===== config.mk =====
export PLATFORM = sky130hd
export DESIGN_NAME = image_frame_deframer
export DESIGN_NICKNAME = d
export VERILOG_FILES = /design/src/rtl/core/ifd_pkg.sv /design/src/rtl/core/ifd_parser.sv /design/src/rtl/core/image_frame_deframer.sv
export SDC_FILE = /design/constraint.sdc
export NUM_CORES = 1
export LEC_CHECK = 0
export BUFFER_PORTS_ARGS = -buffer_cell sky130_fd_sc_hd__buf_2
export CORE_ASPECT_RATIO = 0.8
export CORE_MARGIN = 1
export CORE_UTILIZATION = 50
export CTS_BUF_LIST = sky130_fd_sc_hd__clkbuf_4 sky130_fd_sc_hd__clkbuf_8 sky130_fd_sc_hd__clkbuf_16
export DETAILED_ROUTE_END_ITERATION = 10
export GPL_ROUTABILITY_DRIVEN = 0
export PLACE_DENSITY = 0.77
export SLEW_MARGIN = 10
export SYNTH_ARGS = -nofsm -noshare
export SYNTH_HDL_FRONTEND = slang
export SYNTH_SLANG_ARGS = --single-unit

===== constraint.sdc =====
create_clock -name clk -period 7.41 [get_ports clk]
set_input_delay 0 -clock clk [delete_from_list [all_inputs] [get_ports clk]]
set_output_delay 0 -clock clk [all_outputs]
set_load 0.01 [all_outputs]

===== src/rtl/core/ifd_pkg.sv =====
`timescale 1ns / 1ps

package ifd_pkg;

  // Reset values of the configuration registers.
  localparam logic [7:0] HEADER_RESET  = 8'hFD;
  localparam logic [7:0] CHECK_RESET   = 8'h00;
  localparam logic [7:0] TRAILER_RESET = 8'hFF;
  localparam logic [7:0] LIMIT_RESET   = 8'd10;

  // Saturation value of the consecutive-wrong counter.
  localparam logic [7:0] COUNT_MAX = 8'hFF;

  // Register indexes on the configuration port.
  localparam int unsigned CFG_ADDR_W = 4;
  localparam logic [1:0] REG_HEADER  = 2'd0;
  localparam logic [1:0] REG_CHECK   = 2'd1;
  localparam logic [1:0] REG_TRAILER = 2'd2;
  localparam logic [1:0] REG_LIMIT   = 2'd3;

  // Result kinds.
  localparam logic KIND_PIXEL   = 1'b0;
  localparam logic KIND_VERDICT = 1'b1;

  // Configuration handed to the parser.
  typedef struct packed {
    logic [7:0] header_byte;
    logic [7:0] check_byte;
    logic [7:0] trailer_byte;
    logic [7:0] wrong_limit;
  } cfg_t;

  // One result from the parser; valid marks that the request produced one.
  typedef struct packed {
    logic       valid;
    logic       kind;
    logic [7:0] pixel_value;
    logic [7:0] pixel_row;
    logic [7:0] pixel_col;
    logic       frame_ok;
    logic       header_bad;
    logic       checksum_bad;
    logic       trailer_bad;
    logic       gave_up;
    logic [7:0] wrong_count;
    logic [7:0] frame_width;
    logic [7:0] frame_height;
  } res_t;

endpackage


===== src/rtl/core/ifd_parser.sv =====
`timescale 1ns / 1ps

module ifd_parser (
  input  logic              clk,
  input  logic              rst,
  input  logic              take,
  input  logic [7:0]        data_byte,
  input  logic              reply_start,
  input  ifd_pkg::cfg_t     cfg,
  output ifd_pkg::res_t     res
);

  localparam logic [2:0] PH_IDLE    = 3'd0;
  localparam logic [2:0] PH_WIDTH   = 3'd1;
  localparam logic [2:0] PH_HEIGHT  = 3'd2;
  localparam logic [2:0] PH_PIXELS  = 3'd3;
  localparam logic [2:0] PH_CHECK   = 3'd4;
  localparam logic [2:0] PH_TRAILER = 3'd5;
  localparam logic [2:0] PH_DONE    = 3'd6;

  logic [2:0] phase, phase_next;
  logic [7:0] width_seen, width_seen_next;
  logic [7:0] height_seen, height_seen_next;
  logic [7:0] row_index, row_index_next;
  logic [7:0] col_index, col_index_next;
  logic [7:0] wrong_counter, wrong_counter_next;
  logic       header_flag, header_flag_next;
  logic       check_flag, check_flag_next;

  logic [7:0] count_inc;
  logic       col_last;
  logic       row_last;
  logic       emit_pixel;
  logic       emit_verdict;
  logic       verdict_ok;
  logic       verdict_tbad;
  logic       verdict_gave;

  // Saturating increment of the wrong counter and the end-of-line tests.
  assign count_inc = (wrong_counter == ifd_pkg::COUNT_MAX) ? ifd_pkg::COUNT_MAX
                                                           : wrong_counter + 8'd1;
  assign col_last = ({1'b0, col_index} + 9'd1) >= {1'b0, width_seen};
  assign row_last = ({1'b0, row_index} + 9'd1) >= {1'b0, height_seen};

  // Next state of the parse for the byte presented this cycle.
  always_comb begin
    phase_next         = phase;
    width_seen_next    = width_seen;
    height_seen_next   = height_seen;
    row_index_next     = row_index;
    col_index_next     = col_index;
    wrong_counter_next = wrong_counter;
    header_flag_next   = header_flag;
    check_flag_next    = check_flag;
    emit_pixel         = 1'b0;
    emit_verdict       = 1'b0;
    verdict_ok         = 1'b0;
    verdict_tbad       = 1'b0;
    verdict_gave       = 1'b0;
    if (reply_start) begin
      // A new reply restarts the parse, whatever was in progress.
      width_seen_next  = 8'd0;
      height_seen_next = 8'd0;
      row_index_next   = 8'd0;
      col_index_next   = 8'd0;
      header_flag_next = 1'b0;
      check_flag_next  = 1'b0;
      phase_next       = PH_WIDTH;
      if (data_byte != cfg.header_byte) begin
        header_flag_next   = 1'b1;
        wrong_counter_next = count_inc;
        if (count_inc > cfg.wrong_limit) begin
          phase_next   = PH_DONE;
          emit_verdict = 1'b1;
          verdict_gave = 1'b1;
        end
      end
    end else begin
      unique case (phase)
        PH_WIDTH: begin
          width_seen_next = data_byte;
          phase_next      = PH_HEIGHT;
        end
        PH_HEIGHT: begin
          height_seen_next = data_byte;
          row_index_next   = 8'd0;
          col_index_next   = 8'd0;
          if (width_seen == 8'd0 || data_byte == 8'd0) begin
            phase_next = PH_CHECK;
          end else begin
            phase_next = PH_PIXELS;
          end
        end
        PH_PIXELS: begin
          emit_pixel = 1'b1;
          if (col_last) begin
            col_index_next = 8'd0;
            if (row_last) begin
              phase_next = PH_CHECK;
            end else begin
              row_index_next = row_index + 8'd1;
            end
          end else begin
            col_index_next = col_index + 8'd1;
          end
        end
        PH_CHECK: begin
          phase_next = PH_TRAILER;
          if (data_byte != cfg.check_byte) begin
            check_flag_next    = 1'b1;
            wrong_counter_next = count_inc;
            if (count_inc > cfg.wrong_limit) begin
              phase_next   = PH_DONE;
              emit_verdict = 1'b1;
              verdict_gave = 1'b1;
            end
          end
        end
        PH_TRAILER: begin
          phase_next   = PH_DONE;
          emit_verdict = 1'b1;
          if (data_byte == cfg.trailer_byte) begin
            wrong_counter_next = 8'd0;
            verdict_ok         = 1'b1;
          end else begin
            wrong_counter_next = count_inc;
            verdict_tbad       = 1'b1;
          end
        end
        default: begin
          // Idle or finished: stray bytes are dropped.
        end
      endcase
    end
  end

  // Result for this request: a pixel takes the current coordinates, a verdict is built from the updated state.
  always_comb begin
    res              = '0;
    res.valid        = take & (emit_pixel | emit_verdict);
    if (emit_pixel) begin
      res.kind        = ifd_pkg::KIND_PIXEL;
      res.pixel_value = data_byte;
      res.pixel_row   = row_index;
      res.pixel_col   = col_index;
    end else begin
      res.kind         = ifd_pkg::KIND_VERDICT;
      res.frame_ok     = verdict_ok;
      res.header_bad   = header_flag_next;
      res.checksum_bad = check_flag_next;
      res.trailer_bad  = verdict_tbad;
      res.gave_up      = verdict_gave;
      res.wrong_count  = wrong_counter_next;
      res.frame_width  = width_seen_next;
      res.frame_height = height_seen_next;
    end
  end

  // Parse state, updated only when a request is taken.
  always_ff @(posedge clk) begin
    if (rst) begin
      phase         <= PH_IDLE;
      width_seen    <= 8'd0;
      height_seen   <= 8'd0;
      row_index     <= 8'd0;
      col_index     <= 8'd0;
      wrong_counter <= 8'd0;
      header_flag   <= 1'b0;
      check_flag    <= 1'b0;
    end else if (take) begin
      phase         <= phase_next;
      width_seen    <= width_seen_next;
      height_seen   <= height_seen_next;
      row_index     <= row_index_next;
      col_index     <= col_index_next;
      wrong_counter <= wrong_counter_next;
      header_flag   <= header_flag_next;
      check_flag    <= check_flag_next;
    end
  end

  // The pixel phase is only entered with a non-empty frame.
  a_pixels_nonempty: assert property (@(posedge clk) disable iff (rst)
    phase == PH_PIXELS |-> width_seen != 8'd0 && height_seen != 8'd0)
    else $error("pixel phase with an empty frame");

  // Pixel coordinates stay inside the frame.
  a_pixel_in_frame: assert property (@(posedge clk) disable iff (rst)
    phase == PH_PIXELS |-> col_index < width_seen && row_index < height_seen)
    else $error("pixel coordinates outside the frame");

  // An accepted frame leaves the wrong counter cleared.
  a_ok_clears: assert property (@(posedge clk) disable iff (rst)
    res.valid && res.kind == ifd_pkg::KIND_VERDICT && res.frame_ok
    |=> wrong_counter == 8'd0)
    else $error("wrong counter not cleared after accepted frame");

  // A pixel result comes only from the pixel phase.
  a_pixel_phase: assert property (@(posedge clk) disable iff (rst)
    res.valid && res.kind == ifd_pkg::KIND_PIXEL |-> phase == PH_PIXELS)
    else $error("pixel result outside the pixel phase");

endmodule


===== src/rtl/core/image_frame_deframer.sv =====
`timescale 1ns / 1ps
// A result is shown on the output register in the cycle after its request is accepted.
// One byte per cycle if not stalled; the single output register refills in the cycle it drains.
// Input stall is raised only while a result is held in the output register under output stall.
// Reset (synchronous, rst high): parse idle, counters and flags zero, output empty,
// registers header 0xFD, check 0x00, trailer 0xFF, limit 10.

module image_frame_deframer (
  input  logic                              clk,
  input  logic                              rst,
  // Configuration port
  input  logic                              psel,
  input  logic                              penable,
  input  logic                              pwrite,
  input  logic [ifd_pkg::CFG_ADDR_W-1:0]    paddr,
  input  logic [31:0]                       pwdata,
  output logic [31:0]                       prdata,
  output logic                              pready,
  // Input channel
  input  logic                              in_valid,
  output logic                              in_stall,
  input  logic [7:0]                        data_byte,
  input  logic                              reply_start,
  // Output channel
  output logic                              out_valid,
  input  logic                              out_stall,
  output logic                              kind,
  output logic [7:0]                        pixel_value,
  output logic [7:0]                        pixel_row,
  output logic [7:0]                        pixel_col,
  output logic                              frame_ok,
  output logic                              header_bad,
  output logic                              checksum_bad,
  output logic                              trailer_bad,
  output logic                              gave_up,
  output logic [7:0]                        wrong_count,
  output logic [7:0]                        frame_width,
  output logic [7:0]                        frame_height
);

  ifd_pkg::cfg_t cfg;
  ifd_pkg::res_t res;
  ifd_pkg::res_t out_reg;
  logic          cfg_write;
  logic [1:0]    cfg_sel;
  logic          take;
  logic          out_load;

  // Configuration registers.
  assign pready    = 1'b1;
  assign cfg_sel   = paddr[3:2];
  assign cfg_write = psel & penable & pwrite & pready;

  always_ff @(posedge clk) begin
    if (rst) begin
      cfg.header_byte  <= ifd_pkg::HEADER_RESET;
      cfg.check_byte   <= ifd_pkg::CHECK_RESET;
      cfg.trailer_byte <= ifd_pkg::TRAILER_RESET;
      cfg.wrong_limit  <= ifd_pkg::LIMIT_RESET;
    end else if (cfg_write) begin
      unique case (cfg_sel)
        ifd_pkg::REG_HEADER:  cfg.header_byte  <= pwdata[7:0];
        ifd_pkg::REG_CHECK:   cfg.check_byte   <= pwdata[7:0];
        ifd_pkg::REG_TRAILER: cfg.trailer_byte <= pwdata[7:0];
        ifd_pkg::REG_LIMIT:   cfg.wrong_limit  <= pwdata[7:0];
        default: begin
        end
      endcase
    end
  end

  // Register read-back.
  always_comb begin
    unique case (cfg_sel)
      ifd_pkg::REG_HEADER:  prdata = {24'd0, cfg.header_byte};
      ifd_pkg::REG_CHECK:   prdata = {24'd0, cfg.check_byte};
      ifd_pkg::REG_TRAILER: prdata = {24'd0, cfg.trailer_byte};
      ifd_pkg::REG_LIMIT:   prdata = {24'd0, cfg.wrong_limit};
      default:              prdata = 32'd0;
    endcase
  end

  // Handshake: the output register may be refilled when empty or being drained.
  assign out_load = ~out_valid | ~out_stall;
  assign in_stall = ~out_load;
  assign take     = in_valid & out_load;

  ifd_parser u_parser (
    .clk         (clk),
    .rst         (rst),
    .take        (take),
    .data_byte   (data_byte),
    .reply_start (reply_start),
    .cfg         (cfg),
    .res         (res)
  );

  // Output register.
  always_ff @(posedge clk) begin
    if (rst) begin
      out_valid <= 1'b0;
    end else if (out_load) begin
      out_valid <= res.valid;
    end
  end

  always_ff @(posedge clk) begin
    if (out_load && res.valid) begin
      out_reg <= res;
    end
  end

  assign kind         = out_reg.kind;
  assign pixel_value  = out_reg.pixel_value;
  assign pixel_row    = out_reg.pixel_row;
  assign pixel_col    = out_reg.pixel_col;
  assign frame_ok     = out_reg.frame_ok;
  assign header_bad   = out_reg.header_bad;
  assign checksum_bad = out_reg.checksum_bad;
  assign trailer_bad  = out_reg.trailer_bad;
  assign gave_up      = out_reg.gave_up;
  assign wrong_count  = out_reg.wrong_count;
  assign frame_width  = out_reg.frame_width;
  assign frame_height = out_reg.frame_height;

endmodule

== Word-level counts from Yosys, hierarchy flattened ==
Cells that the tools add are included.
Widths: inputs -> output; s select.

* Add/sub/neg operators: 5
* Magnitude comparators: 3
* Equal/unequal tests: 15
* Mux-type cells: 44
* Bitwise logic cells: 10
* Reductions and logical operators: 15

{| class="wikitable"
|+ Operators by type and width
! kind !! number
|-
| $pmux 32 s4 || 1
|-
| $mux 8 || 14
|-
| $pmux 8 s2 || 3
|-
| $add 8x1->8 const B || 3
|-
| $mux 3 || 7
|-
| $add 8x1->9 const B || 2
|-
| $ge 9x8->1 || 2
|-
| $logic_not 8->1 || 2
|-
| $mux 1 || 16
|-
| $ne 8x8->1 || 2
|-
| $pmux 3 s5 || 1
|-
| $reduce_and 2->1 || 5
|-
| $eq 8x8->1 || 1
|-
| $eq 8x8->1 const B || 1
|-
| $gt 8x8->1 || 1
|-
| $reduce_and 4->1 || 2
|-
| $eq 3x2->1 const B || 2
|-
| $eq 3x3->1 const B || 2
|-
| $ne 3x2->1 const B || 2
|-
| $reduce_bool 6->1 || 1
|-
| $and 1x1->1 || 4
|-
| $eq 2x2->1 const B || 2
|-
| $not 1->1 || 4
|-
| $eq 3x1->1 const B || 1
|-
| 10 further kinds || 11
|}

* Register bits after elaboration: 132
* Bits of input ports: 52
* Output and inout bits: 89
* Logic and storage cells: 117

== Depth between registers and ports, before layout ==
* Word-level depth: 10
* Mapped depth: 13
* Mapped depth without buffers: 12

== Modules after synthesis ==
From an unflattened synthesis, not the netlist that was laid out.

* Cells, all modules: 713
* Area, all modules: 7,026.7 µm²

{| class="wikitable"
|+ By module, submodules not included
! module !! instances !! cells an instance !! area an instance (µm²) !! sequential area each (µm²)
|-
| ifd_parser || 1 || 490 || 3,657.3 || 900.9
|-
| image_frame_deframer || 1 || 223 || 3,369.5 || 2,282.2
|}

== Worst setup path before layout ==
Ideal clock, no wire load.

* Kind: reg2reg
* Start point: register u_parser.wrong_counter[0]
* End point: register out_reg, in the netlist checksum_bad (enable)
* Library setup time: 418 ps
* Arrival time: 3,943 ps
* Data required time: 6,992 ps
* Setup slack: 3,050 ps
* Cell stages (with the launch flop): 14
* Path buffers: 1
* Period minus slack after synthesis: 4,360 ps
* Cells stage by stage: dfxtp_1 > ha_1 > inv_1 > or3_1 > clkbuf_1 > and3_1 > inv_1 > ha_1 > nand4_1 > nor2_1 > a211oi_1 > nor2_1 > o21ai_0 > and3_1

* Word-level cells in the longest chain between the ends: 10
* Elaborated cells between the ends (all ways): 12
* Classes of those cells: add/sub: 1; order compare: 1; eq/ne: 1; mux: 6; bitwise: 2; reduce/logical: 1

{| class="wikitable"
|+ Ends and longest elaborated chain
! item !! RTL line !! source
|-
| start, declared || ifd_parser.sv:26 || <nowiki>logic [7:0] wrong_counter, wrong_counter_next;</nowiki>
|-
| start signal, assigned || ifd_parser.sv:176 || <nowiki>wrong_counter <= wrong_counter_next;</nowiki>
|-
| $add 8x1->8 / $eq 8x8->1 (equally long branches) || ifd_parser.sv:41, ifd_parser.sv:40 ||
|-
| $mux 8 * || ifd_parser.sv:40 || <nowiki>assign count_inc = (wrong_counter == ifd_pkg::COUNT_MAX) ? ifd_pkg::COUNT_MAX</nowiki>
|-
| $gt 8x8->1 * || ifd_parser.sv:72, ifd_parser.sv:112 ||
|-
| $mux 1 * || ifd_parser.sv:72, ifd_parser.sv:112 ||
|-
| $mux 1 || ifd_parser.sv:109 || <nowiki>if (data_byte != cfg.check_byte) begin</nowiki>
|-
| $pmux 1 s2 || ifd_parser.sv:79 || <nowiki>unique case (phase)</nowiki>
|-
| $mux 1 * || ifd_parser.sv:60 || <nowiki>if (reply_start) begin</nowiki>
|-
| $or 1x1->1 * || ifd_parser.sv:140 || <nowiki>res.valid = take & (emit_pixel | emit_verdict);</nowiki>
|-
| $and 1x1->1 * || ifd_parser.sv:140 ||
|-
| $logic_and 1x1->1 * || image_frame_deframer.sv:108 || <nowiki>if (out_load && res.valid) begin</nowiki>
|-
| end signal, assigned || image_frame_deframer.sv:109 || <nowiki>out_reg <= res;</nowiki>
|-
| end, declared || image_frame_deframer.sv:43 || <nowiki>ifd_pkg::res_t out_reg;</nowiki>
|}

Mark *: on every way between the ends. The rest lies on a longest branch, timed or not.
A chain may end at the register's enable or synchronous reset.

== Final worst setup path ==
* Start point: register u_parser.wrong_counter[0]
* End point: register out_reg, in the netlist wrong_count[7] (enable)

Same word-level chain as after synthesis.

==> run metrics <==
share of cells above drive strength 1 0.185; ANT cells 0; Die H about 110 um; Final Net Count about 900; Setup crit end kind flop; maximum VDD drop a little under 0.0002 V; clock slew at reported path FFs 60 ps; GRT overflow 0; die width 135 um; largest net degree at the start of global routing 60; area grow syn2layout 15.7%; #FFs+latches synth 132; RR Startpoint u_parser.wrong_counter[0]$_SDFFE_PP0P_; 1st-iter DRT viols 544; Hold Crit Start data_byte[7]; CTS Buf Count 17; num ports 141; Clock Tree Buf Depth 2; RSZ-0062 raised after global routing false; Top delay family on crit path simple AND/OR/NAND/NOR gates; Synthesis Warnings 0; initial antenna violation count 0; hold slack final 31.5 ps; vias in the first global route 5,260; Critical Path Max Stage Delay 510 ps; Worst Max-Slew Pin Slew 939 ps; core box area 13,700 um2; Clock Skew 9.16 ps; die area 14,700 um2; H-tree depth 4; Synth top area share 0.229; vias per cell 5.60; TritonCTS clock tree built; Post-synth EDFFs 54; P_leak 0.00333 uW; total global-route track usage 0.241; initial core utilization 0.518; number of max-cap violations 0; critical path type flop to flop; I/O Buffers 89; first-pass GRT wire length approximately 27,000 um; Power Density 222 nW/um2; Synth cell types 72; FP Rows 38; Final Setup Violations 0; maximum clock frequency between 200 and 250 MHz; startpoint types flop; CTS sink count about 130; First-pass DRT Iterations 5; most frequent cells in the layout buf_2, dfxtp_1, nand2_1; Storage cell area 3180 um2; Detailed Route WL 16,800 um; sequential share of the synthesized area 0.449; Hold WC Path Type input port to flop; Routed Antenna Nets 0; crit share post-route 0.604; status finished, final reports clean; worst-path fanout max 39; critical path launch point u_parser.wrong_counter[0]$_SDFFE_PP0P_; worst-skew pair later-pin latency around 420 ps; drt wl/cell 16.5 um; CTS root buffer clkbuf_16; Primary FF master, synth dfxtp_1; top cells by area, synth edfxtp_1, dfxtp_1, ha_1; final hold viol count 0; Syn Area/Cell just under 10 um2; slowest CP cell and3_2; Post-Syn Area 7090 um2; Max transition margin 0.369; number of fill cells approximately 1,200; Pins Over Slew Limit 0; Vias between 5,000 and 6,000; hpwl dp 11,400 um; min Tclk post-route 4480 ps; critical path arrival 4540 ps; Worst Path Required between 7000 and 8000 ps; DRC viols 0; post-synthesis instance total 736; area of the multi-input gates 3490 um2; Cell Chain, Critical Path ha_1 -> inv_1 -> or3_1 -> and3_1 -> inv_1 -> ha_1 -> nand4_1 -> nor2_1 -> a211oi_1 -> nor2_1 -> o21ai_0 -> and3_2 -> buf_4; Async S/R FF share, synth 0; post_cts resized 0; most common cell after layout, fill and taps aside buf_2; biggest area consumer among synthesized cells edfxtp_1; CP bufs+invs 3; Fin Setup TNS 0 ps
[report_power, final]
group,leakage (uW),switching (uW),internal [uW]
Combinational,0.00192,156,81.9
Sequential,0.00114,20.1,788
Clock,0.000269,304,470
Total,0.00333,480,1340
[registers in the layout, indices dropped and copies added, names as in the netlist, 3 cells and up]
signal and cells:
cfg 32, frame_height 8, frame_width 8, pixel_col 8, pixel_row 8, pixel_value 8
u_parser.col_index 8, u_parser.height_seen 8, u_parser.phase 3, u_parser.row_index 8, u_parser.width_seen 8, u_parser.wrong_counter 8
wrong_count 8
[synthesized netlist by cell type (4+ instances only)]
library cell and instances:
a21oi_1 36, a22o_1 4, a22oi_1 20, a31oi_1 5, and2_1 24, and3_1 13
buf_2 10, buf_4 27, clkbuf_1 19, dfxtp_1 78, edfxtp_1 54, ha_1 27
inv_1 39, mux2i_1 27, mux4_2 8, nand2_1 76, nand2b_1 5, nand3_1 26
nand4_1 6, nor2_1 72, nor2b_1 4, nor3_1 12, nor4_1 4, o211ai_1 6
o21ai_0 14, o22ai_1 6, o41ai_1 4, xnor2_1 24, xor2_1 17
[final timing paths]
| path | depth (start not counted) | slack, ps | to |
|---|---|---|---|
| worst max-delay path | 13 | 2930 | wrong_count[7]$_SDFFCE_PP0P_ |
| worst max register to register | 13 | 2930 | wrong_count[7]$_SDFFCE_PP0P_ |
| worst min register to register | 2 | 510 | cfg[11]$_SDFFE_PP1P_ |
| worst min-delay path | 3 | 30 | u_parser.height_seen[7]$_SDFFE_PP0P_ |
[metal layers]
layer	wire, um	vias up	global-route usage
met5	0	-	0
met4	331	0	0.0995
met3	1250	36	0.0497
met2	7710	251	0.381
met1	7480	2652	0.321
li1	-	2761	-
[tightest hold or removal path, delay by kind of cell]
kind | cells | cell delay (ps)
buffers and inverters | 1 | 230
AOI/OAI and AO/OA | 1 | 100
and+or+nand+nor | 1 | 80
[metrics by stage]
stage | power [uW] | instance area (um2) | cells | setup slack, ps | util
global placement | 1050 | 7550 | 975 | 3070 | 0.552
floorplan | 992 | 7170 | 759 | 3050 | -
CTS | 1820 | 8200 | 1017 | 2970 | 0.599
global route | 1890 | 8200 | 1017 | 2570 | 0.599
detailed placement | 1050 | 7550 | 975 | 2990 | 0.552
finish | 1820 | 8200 | 1017 | 2930 | 0.599
[what timing repair did]
item | 4_1_cts | 5_1_grt
buffers inserted | 0 | 0
hold buffers | 10 | 0
endpoints found under the hold margin | 33 | 0
[kinds of logic (layout without fill, tap and decap cells)]
| kind of cell | after synthesis | after routing | share of synthesized area |
|---|---|---|---|
| AO/OA/AOI/OAI | 136 | 136 | 0.139 |
| flip-flops | 132 | 132 | 0.449 |
| adder cells (fa/ha/maj) | 27 | 27 | 0.0477 |
| multiplexers | 36 | 36 | 0.0651 |
| buffers and inverters | 102 | 180 | 0.0701 |
| other | 2 | 25 | 0.00106 |
| XOR/XNOR | 41 | 41 | 0.0507 |
| AND/OR/NAND/NOR | 260 | 260 | 0.178 |
[area by class of cell]
class	instances	area share
Clock inverter	12	0.0110
Sequential cell	132	0.388
Timing Repair Buffer	105	0.0720
Multi-Input combinational cell	525	0.426
Inverter	43	0.0197
Tap cell	180	0.0275
Clock buffer	20	0.0554
(Power assumes the default switching activity.)
